<file path="src/rtl/vfcm_pkg.sv">
// Package: shared types and constants for the voxel face culling mesher.
package vfcm_pkg;

	localparam int LEVELS     = 10;
	localparam int MAX_VOXELS = 4096;
	localparam int IDX_W      = 12;
	localparam int CNT_W      = 13;
	localparam int KEY_W      = 30;
	localparam int CRD_W      = 11;

	localparam logic [1:0] FUNC_CLEAR  = 2'd0;
	localparam logic [1:0] FUNC_APPEND = 2'd1;
	localparam logic [1:0] FUNC_GEN    = 2'd2;
	localparam logic [1:0] FUNC_UNUSED = 2'd3;

	typedef enum logic [3:0] {
		ST_IDLE,
		ST_RD_KEY,
		ST_DECODE,
		ST_SETUP,
		ST_PROBE,
		ST_WAIT,
		ST_STEP,
		ST_FINAL,
		ST_FCHECK,
		ST_VERT,
		ST_TRI
	} state_t;

	// offsets for face f, triangle t, corner c at index 6f+3t+c
	function automatic logic [2:0] face_tri(input logic [2:0] f, input logic t,
			input logic [1:0] c);
		logic [2:0] r;
		r = 3'd0;
		case ({f, t})
			4'd0: case (c) 2'd0: r = 3'd0; 2'd1: r = 3'd4; default: r = 3'd1; endcase
			4'd1: case (c) 2'd0: r = 3'd1; 2'd1: r = 3'd4; default: r = 3'd5; endcase
			4'd2: case (c) 2'd0: r = 3'd1; 2'd1: r = 3'd5; default: r = 3'd2; endcase
			4'd3: case (c) 2'd0: r = 3'd2; 2'd1: r = 3'd5; default: r = 3'd6; endcase
			4'd4: case (c) 2'd0: r = 3'd2; 2'd1: r = 3'd6; default: r = 3'd3; endcase
			4'd5: case (c) 2'd0: r = 3'd3; 2'd1: r = 3'd6; default: r = 3'd7; endcase
			4'd6: case (c) 2'd0: r = 3'd3; 2'd1: r = 3'd7; default: r = 3'd0; endcase
			4'd7: case (c) 2'd0: r = 3'd0; 2'd1: r = 3'd7; default: r = 3'd4; endcase
			4'd8: case (c) 2'd0: r = 3'd0; 2'd1: r = 3'd2; default: r = 3'd3; endcase
			4'd9: case (c) 2'd0: r = 3'd0; 2'd1: r = 3'd1; default: r = 3'd2; endcase
			4'd10: case (c) 2'd0: r = 3'd6; 2'd1: r = 3'd4; default: r = 3'd7; endcase
			4'd11: case (c) 2'd0: r = 3'd5; 2'd1: r = 3'd4; default: r = 3'd6; endcase
			default: r = 3'd0;
		endcase
		return r;
	endfunction

	function automatic logic [KEY_W-1:0] morton_enc(input logic [LEVELS-1:0] x,
			input logic [LEVELS-1:0] y, input logic [LEVELS-1:0] z);
		logic [KEY_W-1:0] k;
		k = '0;
		for (int i = 0; i < LEVELS; i++) begin
			k[3*i]   = x[i];
			k[3*i+1] = y[i];
			k[3*i+2] = z[i];
		end
		return k;
	endfunction

endpackage

</file>
<file path="src/rtl/vfcm_search.sv">
// Binary search unit: one compare and halving step per table read.
module vfcm_search (
	input  logic                        clk,
	input  logic                        arst_n,
	input  logic                        start,
	input  logic [vfcm_pkg::CNT_W-1:0]  lo_in,
	input  logic [vfcm_pkg::CNT_W-1:0]  hi_in,
	input  logic [vfcm_pkg::KEY_W-1:0]  key_in,
	input  logic                        step,
	input  logic [vfcm_pkg::KEY_W-1:0]  rd_data,
	output logic [vfcm_pkg::IDX_W-1:0]  rd_addr,
	output logic                        active,
	output logic                        found
);
	logic [vfcm_pkg::CNT_W-1:0] lo_q, hi_q, end_q, mid;
	logic [vfcm_pkg::KEY_W-1:0] key_q;

	assign mid     = lo_q + ((hi_q - lo_q) >> 1);
	assign active  = lo_q < hi_q;
	assign rd_addr = active ? mid[vfcm_pkg::IDX_W-1:0] : lo_q[vfcm_pkg::IDX_W-1:0];
	assign found   = (lo_q < end_q) && (rd_data == key_q);

	always_ff @(posedge clk or negedge arst_n) begin
		if (!arst_n) begin
			lo_q  <= '0;
			hi_q  <= '0;
			end_q <= '0;
		end else if (start) begin
			lo_q  <= lo_in;
			hi_q  <= hi_in;
			end_q <= hi_in;
		end else if (step) begin
			if (rd_data < key_q) lo_q <= mid + 1'b1;
			else hi_q <= mid;
		end
	end

	always_ff @(posedge clk) begin
		if (start) key_q <= key_in;
	end
endmodule

</file>
<file path="config.mk">
export PLATFORM = sky130hd
export DESIGN_NAME = vfcm_search
export DESIGN_NICKNAME = d
export VERILOG_FILES = /design/src/rtl/vfcm_pkg.sv /design/src/rtl/vfcm_search.sv
export SDC_FILE = /design/constraint.sdc
export NUM_CORES = 1
export LEC_CHECK = 0
export BUFFER_PORTS_ARGS = -buffer_cell sky130_fd_sc_hd__buf_2
export CAP_MARGIN = 20
export CORE_ASPECT_RATIO = 0.6
export CORE_MARGIN = 4
export CORE_UTILIZATION = 30
export CTS_CLUSTER_SIZE = 30
export DETAILED_ROUTE_END_ITERATION = 12
export PLACE_DENSITY = 0.49
export SYNTH_ARGS = -nofsm -noshare
export SYNTH_HDL_FRONTEND = slang
export SYNTH_SLANG_ARGS = --single-unit
</file>
<file path="constraint.sdc">
create_clock -name clk -period 4.1 [get_ports clk]
set_input_delay 0.41 -clock clk [delete_from_list [all_inputs] [get_ports clk]]
set_output_delay 0.41 -clock clk [all_outputs]
set_load 0.05 [all_outputs]
</file>
==> results.md, run 1 <==
- WL final: 16.3 mm
- Asr flop ratio synth: 56.5%
- Worst-path clk slew: 0.07 ns
- Wire length per cell after detailed routing: 16.6 um
- Hold Crit Start: key_in[26]
- Max_cap viols: 0
- Initial core utilization: 30.7%
- Clock skew: 0.00800 ns
- CTS root buf: clkbuf_16
- Fin nets: 906
- Worst Tran Pin Value: 0.687 ns
- Htree depth: 3
- Port Buffer Count: 103
- Share of cells above drive strength 1: 35.6%
- Data required time of the worst path: 3.69 ns
- Setup TNS: -0.887 ns
- # IOs: 104
- Crit start category: register
- Ys Warns: 0
- PnR worst setup slack: -0.208 ns
- Period utilization: 105%
- Remaining antenna violation count: 0
- Crit Path Max Fanout: 4
- Critical Path End Type: output port
- CTS Buffer Depth: 2
- Hold EP: key_q[26]
- Worst path arrival time: 3.90 ns
- Synth unique cells: 72
- Fin crit period: 4.31 ns
- Worst-skew pair later-pin latency: 0.33 ns
- Clock Sink Count: 69
- Synth cell count leaders: inv_1 (82), ha_1 (68), o21ai_0 (54)
- Core Region: 17300 um2
- R2R depth: 20
- Post-synth EDFFs: 30
- DPL Wire Length: 12.7 mm
- Die Height: 111 um
- Syn_area_per_cell: 9.28 um2
- Initial antenna violation count: 0
- Vias per cell: 4.81
- Outcome: finished with violations
- Final Hold Vio Count: 0
- Final setup violation count: 6
- RSZ-0062 raised after global routing: true
- FF-to-FF setup slack: -0.07 ns
- Inserted Clock Buffers: 9
- CTS tree: done
- Primary FF master, synth: dfrtp_1
- GP Congestion: 0.884
- Cells after Synth: 572
- Vias in the first global route: 4917
- Die width: 180 um
- Die ar.: 20000 um2
- Top cell type's share of synthesized area: 18.4%
- Most frequent cell after synthesis: inv_1
- Area grow syn2layout: 37.8%
- Max-slew violation count: 0
- Cell taking the most area after synthesis: dfrtp_1
- Area of the mapped netlist: 5310 um2
- Crit Reg-Reg Startpoint: lo_q[1]
- Drt pass-1 iters: 4
- Largest net degree at the start of global routing: 60
- Row count: 37
- Hold WC Path Type: in2reg
- Hold Path Cell Cnt: 1
- RR Endpoint: lo_q[10]
- Via count: 4736
- # DRC: 0
- Total gr overflow: 0
- Synth top area cells: dfrtp_1 (18%), edfxtp_1 (17%), ha_1 (16%)
- Max_slew headroom: 53.8%
- Violated checks: setup timing
- Synthesized Nets: 732
- GRT Overall Usage: 16.1%
- Worst setup path class: reg2out
- N_diodes: 0
- Seq/Total Area, Yosys: 35.4%
- Achievable frequency: 232 MHz
- Global-route wire length before repair: 25.8 mm
- Yosys reg bits: 69
- Starting DRT DRC Count: 222
==> sequential cells by signal (all words and copies together) (netlist names) <==
register  cells
key_q        30
hi_q         13
lo_q         13
end_q        13
==> layout by cell type (no fill, tap or decap), types with 13 or more instances in the layout <==
cell type	count
buf_4	69
inv_1	80
o21ai_0	46
nand2_1	44
a21oi_1	26
edfxtp_1	30
dfrtp_1	39
mux2i_1	13
ha_1	60
nor2_1	30
buf_2	96
==> per-layer routing <==
metal,track usage [%],share of wire (%),vias to the layer above,routed length (um)
li1,-,-,2370,-
met1,24.0,51,2257,8390
met2,24.5,44,98,7140
met3,3.44,4.1,11,675
met4,2.38,0.69,0,112
met5,0,0,-,0
==> worst max-delay path: stages, from the launching register on <==
cell and delay, ns:
dfrtp_1 0.42, buf_4 0.16, fa_2 0.39, nor2b_2 0.15
o21ai_2 0.09, a21boi_2 0.19, o21ai_2 0.10, a21oi_2 0.17
o21ai_2 0.08, and2_4 0.17, xnor2_4 0.13, ha_4 0.29
o21ai_2 0.06, o21ai_2 0.24, o211ai_1 0.15, a21bo_2 0.26
a31oi_4 0.18, mux2_4 0.19, buf_8 0.14
==> layout make-up <==
cell class,instances,area (um2)
clock inverters,7,57.6
clock buffers,9,225
repair buffers,177,1170
fillers,1712,9950
inverters,82,308
flip-flops and latches,69,1880
multi-input cells,407,3390
well taps,234,293
==> how the worst max path moves through the flow <==
stage	end	slack, ns	cells past startpoint	start
global route	rd_addr[11]	-0.41	17	lo_q[1]
detailed placement	rd_addr[11]	-0.20	17	lo_q[1]
CTS	rd_addr[11]	-0.32	19	hi_q[0]
finish	rd_addr[10]	-0.21	18	lo_q[1]
floorplan	lo_q[10]	0.03	19	lo_q[0]
global placement	rd_addr[11]	-0.18	19	lo_q[1]
==> cells by family (layout without fill, tap and decap cells) <==
| kind of cell | count (synthesis) | in the layout | share of synthesized area (%) |
|---|---|---|---|
| and+or+nand+nor | 147 | 147 | 14.8 |
| AOI/OAI and AO/OA | 143 | 143 | 17.0 |
| buffers and inverters | 96 | 275 | 7.28 |
| xor gates and xnor gates | 23 | 23 | 4.08 |
| DFF | 69 | 69 | 35.4 |
| muxes | 24 | 24 | 4.76 |
| adders and majority gates | 70 | 70 | 16.8 |
==> what timing repair did <==
item | in CTS | in global routing
setup buffers | 12 | 6
cloned | 0 | 0
setup endpoints to repair | 9 | 17
hold buffers | 0 | 1
endpoints found under the hold margin | 0 | 6
gates resized for setup | 44 | 43
pin swaps | 25 | 19
==> metrics by stage <==
step           util [%]  worst slack (ns)  hold slack, ns  area, um2  std cells
2_1_floorplan         -            0.0251           0.114       5330        572
3_3_place_gp       37.6            -0.176           0.513       6500        950
3_5_place_dp       37.6            -0.202           0.523       6500        950
4_1_cts            40.8            -0.325           0.235       7050        978
5_1_grt            42.4            -0.406           0.234       7320        985
6_report           42.4            -0.208           0.249       7320        985
Power of run 1 is not shown: default switching activity piles up to over one toggle a cycle in this logic, so the estimate is an artifact.
==> run 2, diff against run 1 <==
--- a/config.mk
+++ b/config.mk
@@ -5,9 +5,9 @@
 export SDC_FILE = /design/constraint.sdc
 export NUM_CORES = 1
 export LEC_CHECK = 0
+export ABC_AREA = 1
 export BUFFER_PORTS_ARGS = -buffer_cell sky130_fd_sc_hd__buf_2
 export CAP_MARGIN = 20
-export CORE_ASPECT_RATIO = 0.6
 export CORE_MARGIN = 4
 export CORE_UTILIZATION = 30
 export CTS_CLUSTER_SIZE = 30
==> results.md, run 2 <==
- Outcome: finished, final reports clean (was finished with violations)
- Fin nets: 1002 (was 906)
- Max_slew headroom: 39.8% (was 53.8%)
- # DRC: 0 (unchanged)
- Most common cell after layout, fill and taps aside: nand2_1 (was buf_2)
- Htree depth: 3 (unchanged)
- Worst path arrival time: 3.46 ns (was 3.90 ns)
- Top cell type's share of synthesized area: 17.8% (was 18.4%)
- Hold WC Path Type: in2async (was in2reg)
- Crit start category: register (unchanged)
- Worst path top cell family by delay: simple AND/OR/NAND/NOR gates (was compound AO/OA/AOI/OAI gates)
- Die Height: 143 um (was 111 um)
- Starting DRT DRC Count: 302 (was 222)
- Largest net degree at the start of global routing: 61 (was 60)
- Fin util: 37.1% (was 42.4%)
- # IOs: 104 (unchanged)
- Die width: 143 um (was 180 um)
- Port Buffer Count: 103 (unchanged)
- Met3 usage: 3.22% (was 3.44%)
- Data required time of the worst path: 3.69 ns (about the same)
- CTS Buffer Depth: 2 (unchanged)
- Core Region: 18000 um2 (was 17300 um2)
- Syn_area_per_cell: 7.47 um2 (was 9.28 um2)
- Final setup violation count: 0 (was 6)
- Total gr overflow: 0 (unchanged)
- Synth top area cells: dfrtp_1 (18%), edfxtp_1 (16%), ha_1 (16%) (was dfrtp_1 (18%), edfxtp_1 (17%), ha_1 (16%))
- Most frequent cell after synthesis: nand2_1 (was inv_1)
- Setup TNS: 0 ns (was -0.887 ns)
- Synthesized Nets: 892 (was 732)
- Seq/Total Area, Yosys: 34.3% (was 35.4%)
- WP buf/inv: 2 (unchanged)
- Achievable frequency: 259 MHz (was 232 MHz)
- RR Endpoint: lo_q[10] (unchanged)
- Remaining antenna violation count: 0 (unchanged)
- FF-to-FF setup slack: 0.58 ns (was -0.07 ns)
- Most frequent cells in the layout: nand2_1 (180), inv_1 (114), buf_2 (98), nand3_1 (76), ha_1 (64) (was buf_2 (96), inv_1 (80), buf_4 (69), ha_1 (60), o21ai_0 (46))
- CTS tree: done (unchanged)
- GRT Overall Usage: 16.2% (was 16.1%)
- Die ar.: 20500 um2 (was 20000 um2)
- CP max stage cell: dfrtp_2 (was dfrtp_1)
- Crit Path Max Fanout: 6 (was 4)
- Clock skew: 0.00919 ns (was 0.00800 ns)
- Worst-path clk slew: 0.06 ns (was 0.07 ns)
- Reg area: 1880 um2 (about the same)
- Synth cell count leaders: nand2_1 (187), inv_1 (115), nand3_1 (76) (was inv_1 (82), ha_1 (68), o21ai_0 (54))
- Top reg by flops: key_q (unchanged)
- WL final: 16.1 mm (was 16.3 mm)
- Clock Sink Count: 69 (unchanged)
- Worst Tran Pin Value: 0.903 ns (was 0.687 ns)
- Vias per cell: 4.72 (was 4.81)
- Period utilization: 94.3% (was 105%)
- GRT met1 Usage: 21.4% (was 24.0%)
- Worst-skew pair later-pin latency: 0.34 ns (was 0.33 ns)
- Crit Reg-Reg Startpoint: hi_q[0] (was lo_q[1])
- Area grow syn2layout: 21.8% (was 37.8%)
- Via count: 5082 (was 4736)
- Drt pass-1 iters: 5 (was 4)
- Post-synth EDFFs: 30 (unchanged)
- Inserted Clock Buffers: 9 (unchanged)
- Primary FF master, synth: dfrtp_1 (unchanged)
- Yosys reg bits: 69 (unchanged)
- Crit path cell chain: inv_1 > ha_1 > nand2_1 > o21ai_2 > a21oi_1 > o21ai_1 > xor2_1 > ha_2 > nand2_2 > nor2_2 > nand3_1 > nand4_1 > nand2_1 > o21ai_1 > buf_6 (was buf_4 > fa_2 > nor2b_2 > o21ai_2 > a21boi_2 > o21ai_2 > a21oi_2 > o21ai_2 > and2_4 > xnor2_4 > ha_4 > o21ai_2 > o21ai_2 > o211ai_1 > a21bo_2 > a31oi_4 > mux2_4 > buf_8)
- Synth unique cells: 39 (was 72)
- Met2 usage: 27.4% (was 24.5%)
- Final Hold Vio Count: 0 (unchanged)
- CTS root buf: clkbuf_16 (unchanged)
- Filler Cell Count: 1948 (was 1712)
- DPL Wire Length: 13.2 mm (was 12.7 mm)
- CP Depth: 15 (was 18)
- Cell taking the most area after synthesis: dfrtp_1 (unchanged)
- Max FFs per register: 30 (unchanged)
- Busiest grt layer: met2 (unchanged)
- Cells after Synth: 732 (was 572)
- Worst setup path class: reg2out (unchanged)
- Worst path max stage delay: 0.44 ns (was 0.42 ns)
- GP Congestion: 0.894 (was 0.884)
- Vias in the first global route: 4903 (was 4917)
- Initial core utilization: 30.5% (was 30.7%)
- Area of the mapped netlist: 5470 um2 (was 5310 um2)
- Asr flop ratio synth: 56.5% (unchanged)
- Max-slew violation count: 0 (unchanged)
- Global-route wire length before repair: 25.8 mm (about the same)
- Critical Path End Type: output port (unchanged)
- Initial antenna violation count: 0 (unchanged)
- N_diodes: 0 (unchanged)
- Row count: 49 (was 37)
- Area used by multi-input combinational logic: 3160 um2 (was 3390 um2)
- Wire length per cell after detailed routing: 15.0 um (was 16.6 um)
- Max_cap viols: 0 (unchanged)
- Share of cells above drive strength 1: 19.8% (was 35.6%)
- Fin crit period: 3.87 ns (was 4.31 ns)
- Ys Warns: 0 (unchanged)
- R2R depth: 18 (was 20)
-- run 2: what timing repair did --
item | CTS | global route
pin swaps | 2 | 6
hold buffers | 0 | 0
buffers inserted | 1 | 1
cloned | 0 | 0
gates resized for setup | 10 | 25
endpoints found under the setup margin | 4 | 5
-- run 2: kinds of logic (layout without fill, tap and decap cells) --
| kind of cell | Yosys count | after routing | synth area share [%] |
|---|---|---|---|
| AOI/OAI and AO/OA | 107 | 107 | 10.4 |
| xor gates and xnor gates | 13 | 13 | 2.08 |
| buffers and inverters | 131 | 246 | 9.38 |
| DFF | 69 | 69 | 34.3 |
| and+or+nand+nor | 342 | 342 | 27.6 |
| adders and majority gates | 70 | 70 | 16.3 |
-- run 2: worst max-delay path by stage --
stage / from / endpoint
6_report: lo_q[1] / rd_addr[9]
5_1_grt: lo_q[0] / rd_addr[10]
4_1_cts: lo_q[0] / rd_addr[10]
3_5_place_dp: lo_q[3] / rd_addr[9]
3_3_place_gp: lo_q[3] / rd_addr[9]
2_1_floorplan: lo_q[0] / rd_addr[9]
-- run 2: cell type report --
class	count	share of cell area, %
Multi-Input combinational cell	532	47.4
Sequential cell	69	28.2
Timing Repair Buffer	113	9.28
Inverter	117	6.59
Tap cell	229	4.30
Clock buffer	12	3.87
Clock inverter	4	0.338
-- run 2: routing by layer --
layer  vias up  part of all wire, %  routed length [um]
li1       2638                    -                   -
met1      2310                   45                7330
met2       120                   48                7770
met3        14                  5.2                 844
met4         0                  1.1                 176
met5         -                    0                   0
-- run 2: metrics by stage --
stage          cells  cell area, um2  setup WS (ns)  hold WS (ns)
3_5_place_dp    1058            6260          0.250         0.506
3_3_place_gp    1058            6260          0.206         0.509
6_report        1076            6660          0.233         0.200
5_1_grt         1076            6660      -0.000653         0.230
4_1_cts         1075            6580         0.0103         0.230
2_1_floorplan    732            5470        0.00967         0.114
Power of run 2 is left out for the same reason.
==> run 3, diff against run 2 <==
--- a/config.mk
+++ b/config.mk
@@ -12,7 +12,7 @@
 export CORE_UTILIZATION = 30
 export CTS_CLUSTER_SIZE = 30
 export DETAILED_ROUTE_END_ITERATION = 12
-export PLACE_DENSITY = 0.49
+export RECOVER_POWER = 100
 export SYNTH_ARGS = -nofsm -noshare
 export SYNTH_HDL_FRONTEND = slang
 export SYNTH_SLANG_ARGS = --single-unit
==> results.md, run 3 (synthesized netlist as in run 2, its figures left out) <==
- Most used cell, CP: nand2_1
- Starting DRT DRC Count: 324 (was 302)
- Hold WC Path Type: in2reg (was in2async)
- Share of cells above drive strength 1: 17.6% (was 19.8%)
- CTS root buf: clkbuf_16 (unchanged)
- GRT Overall Usage: 15.2% (was 16.2%)
- Core Region: 18000 um2 (unchanged)
- Row count: 49 (unchanged)
- Remaining antenna violation count: 0 (unchanged)
- DPL Wire Length: 12.3 mm (was 13.2 mm)
- Worst-path clk slew: 0.06 ns (about the same)
- Initial core utilization: 30.5% (unchanged)
- Clock skew: 0.00935 ns (was 0.00919 ns)
- Top reg by flops: key_q (unchanged)
- Outcome: finished with violations (was finished, final reports clean)
- Period utilization: 94.3% (about the same)
- N_diodes: 0 (unchanged)
- Worst path max stage delay: 0.42 ns (was 0.44 ns)
- Data required time of the worst path: 3.69 ns (about the same)
- Achievable frequency: 259 MHz (about the same)
- Worst Tran Pin Value: 2.12 ns (was 0.903 ns)
- Total gr overflow: 0 (unchanged)
- Max FFs per register: 30 (unchanged)
- Crit path cell chain: ha_2 > fa_2 > nand3b_1 > nand2_1 > a21oi_2 > nor2_1 > nor2_1 > nand2_1 > nand3_1 > nand2_1 > xor2_1 > ha_1 > nand2_2 > inv_1 > a21oi_2 > nand3_1 > nand2_1 > nand2_2 > o21ai_2 > buf_4 (was inv_1 > ha_1 > nand2_1 > o21ai_2 > a21oi_1 > o21ai_1 > xor2_1 > ha_2 > nand2_2 > nor2_2 > nand3_1 > nand4_1 > nand2_1 > o21ai_1 > buf_6)
- Die width: 143 um (unchanged)
- CTS tree: done (unchanged)
- GP Congestion: 0.900 (was 0.894)
- Final Hold Vio Count: 0 (unchanged)
- Fin crit period: 3.87 ns (about the same)
- CTS Buffer Depth: 2 (unchanged)
- Worst-skew pair later-pin latency: 0.34 ns (about the same)
- Fin nets: 1000 (was 1002)
- Wire length per cell after detailed routing: 14.3 um (was 15.0 um)
- Global-route wire length before repair: 24.5 mm (was 25.8 mm)
- Worst path top cell family by delay: simple AND/OR/NAND/NOR gates (unchanged)
- Filler Cell Count: 1944 (was 1948)
- WP buf/inv: 2 (unchanged)
- Htree depth: 3 (unchanged)
- Clock Sink Count: 69 (unchanged)
- Critical Path End Type: output port (unchanged)
- Via count: 5060 (was 5082)
- Vias per cell: 4.71 (was 4.72)
- Area grow syn2layout: 20.8% (was 21.8%)
- Setup TNS: 0 ns (unchanged)
- Die ar.: 20500 um2 (unchanged)
- Violated checks: capacitance limit, slew limit
- Max_cap viols: 2 (was 0)
- Largest net degree at the start of global routing: 81 (was 61)
- Drt pass-1 iters: 5 (unchanged)
- # DRC: 0 (unchanged)
- Vias in the first global route: 4872 (was 4903)
- Inserted Clock Buffers: 9 (unchanged)
- Crit start category: register (unchanged)
- Most frequent cells in the layout: nand2_1 (187), inv_1 (114), buf_2 (89), nand3_1 (79), ha_1 (65) (was nand2_1 (180), inv_1 (114), buf_2 (98), nand3_1 (76), ha_1 (64))
- # IOs: 104 (unchanged)
- Final setup violation count: 0 (unchanged)
- Max-slew violation count: 121 (was 0)
- Crit Path Max Fanout: 5 (was 6)
- WL final: 15.4 mm (was 16.1 mm)
- Worst setup path class: reg2out (unchanged)
- Initial antenna violation count: 0 (unchanged)
- Die Height: 143 um (unchanged)
- Most common cell after layout, fill and taps aside: nand2_1 (unchanged)
- Max_slew headroom: -41.6% (was 39.8%)
- Port Buffer Count: 103 (unchanged)
- RSZ-0062 raised after global routing: false
- Worst path arrival time: 3.46 ns (about the same)
- CP max stage cell: dfrtp_1 (was dfrtp_2)
==> run 3: cell count changes in the layout (fill, tap and decap cells not counted), moves of 3 or more <==
cell,change
clkbuf_1,+6
nand2_2,-7
nand3_1,+3
buf_2,-9
clkbuf_2,+3
nand2_1,+7
nand3_2,-3
o21ai_1,-3
==> run 3: final timing paths <==
check | from | to | slack (ns) | depth (start not counted)
max | lo_q[0] | rd_addr[10] | 0.23 | 20
max in group asynchronous | arst_n | end_q[7] | 2.19 | 1
min reg2reg | hi_q[12] | hi_q[12] | 0.53 | 2
min | key_in[27] | key_q[27] | 0.25 | 1
min in group asynchronous | arst_n | end_q[1] | 0.69 | 1
max reg2reg | lo_q[0] | lo_q[8] | 0.43 | 17
==> run 3: final cells by class <==
type                            instances  area [um2]  area share (%)
Clock buffer                           10         229            3.47
Clock inverter                          6        86.3            1.31
Inverter                              117         439            6.65
Multi-Input combinational cell        532        3100            47.0
Sequential cell                        69        1880            28.4
Tap cell                              229         287            4.34
Timing Repair Buffer                  111         584            8.84
==> run 3: timing repair <==
action / 4_1_cts / 5_1_grt
hold buffers: 0 / 0
endpoints found under the hold margin: 0 / 0
gates resized for setup: 3 / 31
buffers inserted: 0 / 3
pin swaps: 0 / 3
setup endpoints to repair: 3 / 5
==> run 3: stage by stage <==
stage / cell area, um2 / hold WS, ns / setup WS (ns) / std cells / util, %
2_1_floorplan: 5470 / 0.114 / 0.00967 / 732 / -
5_1_grt: 6610 / 0.230 / 0.0182 / 1074 / 36.8
6_report: 6610 / 0.245 / 0.233 / 1074 / 36.8
3_3_place_gp: 6240 / 0.507 / 0.331 / 1055 / 34.7
4_1_cts: 6560 / 0.219 / 0.00577 / 1071 / 36.5
3_5_place_dp: 6240 / 0.511 / 0.333 / 1055 / 34.7
==> run 3: layer usage <==
metal	track usage, %	up-vias	part of all wire [%]
li1	-	2638	-
met5	0	-	0
met2	25.4	133	47
met4	3.55	0	1.2
met3	3.18	14	6.6
met1	20.1	2275	45
Power of run 3 is left out for the same reason.
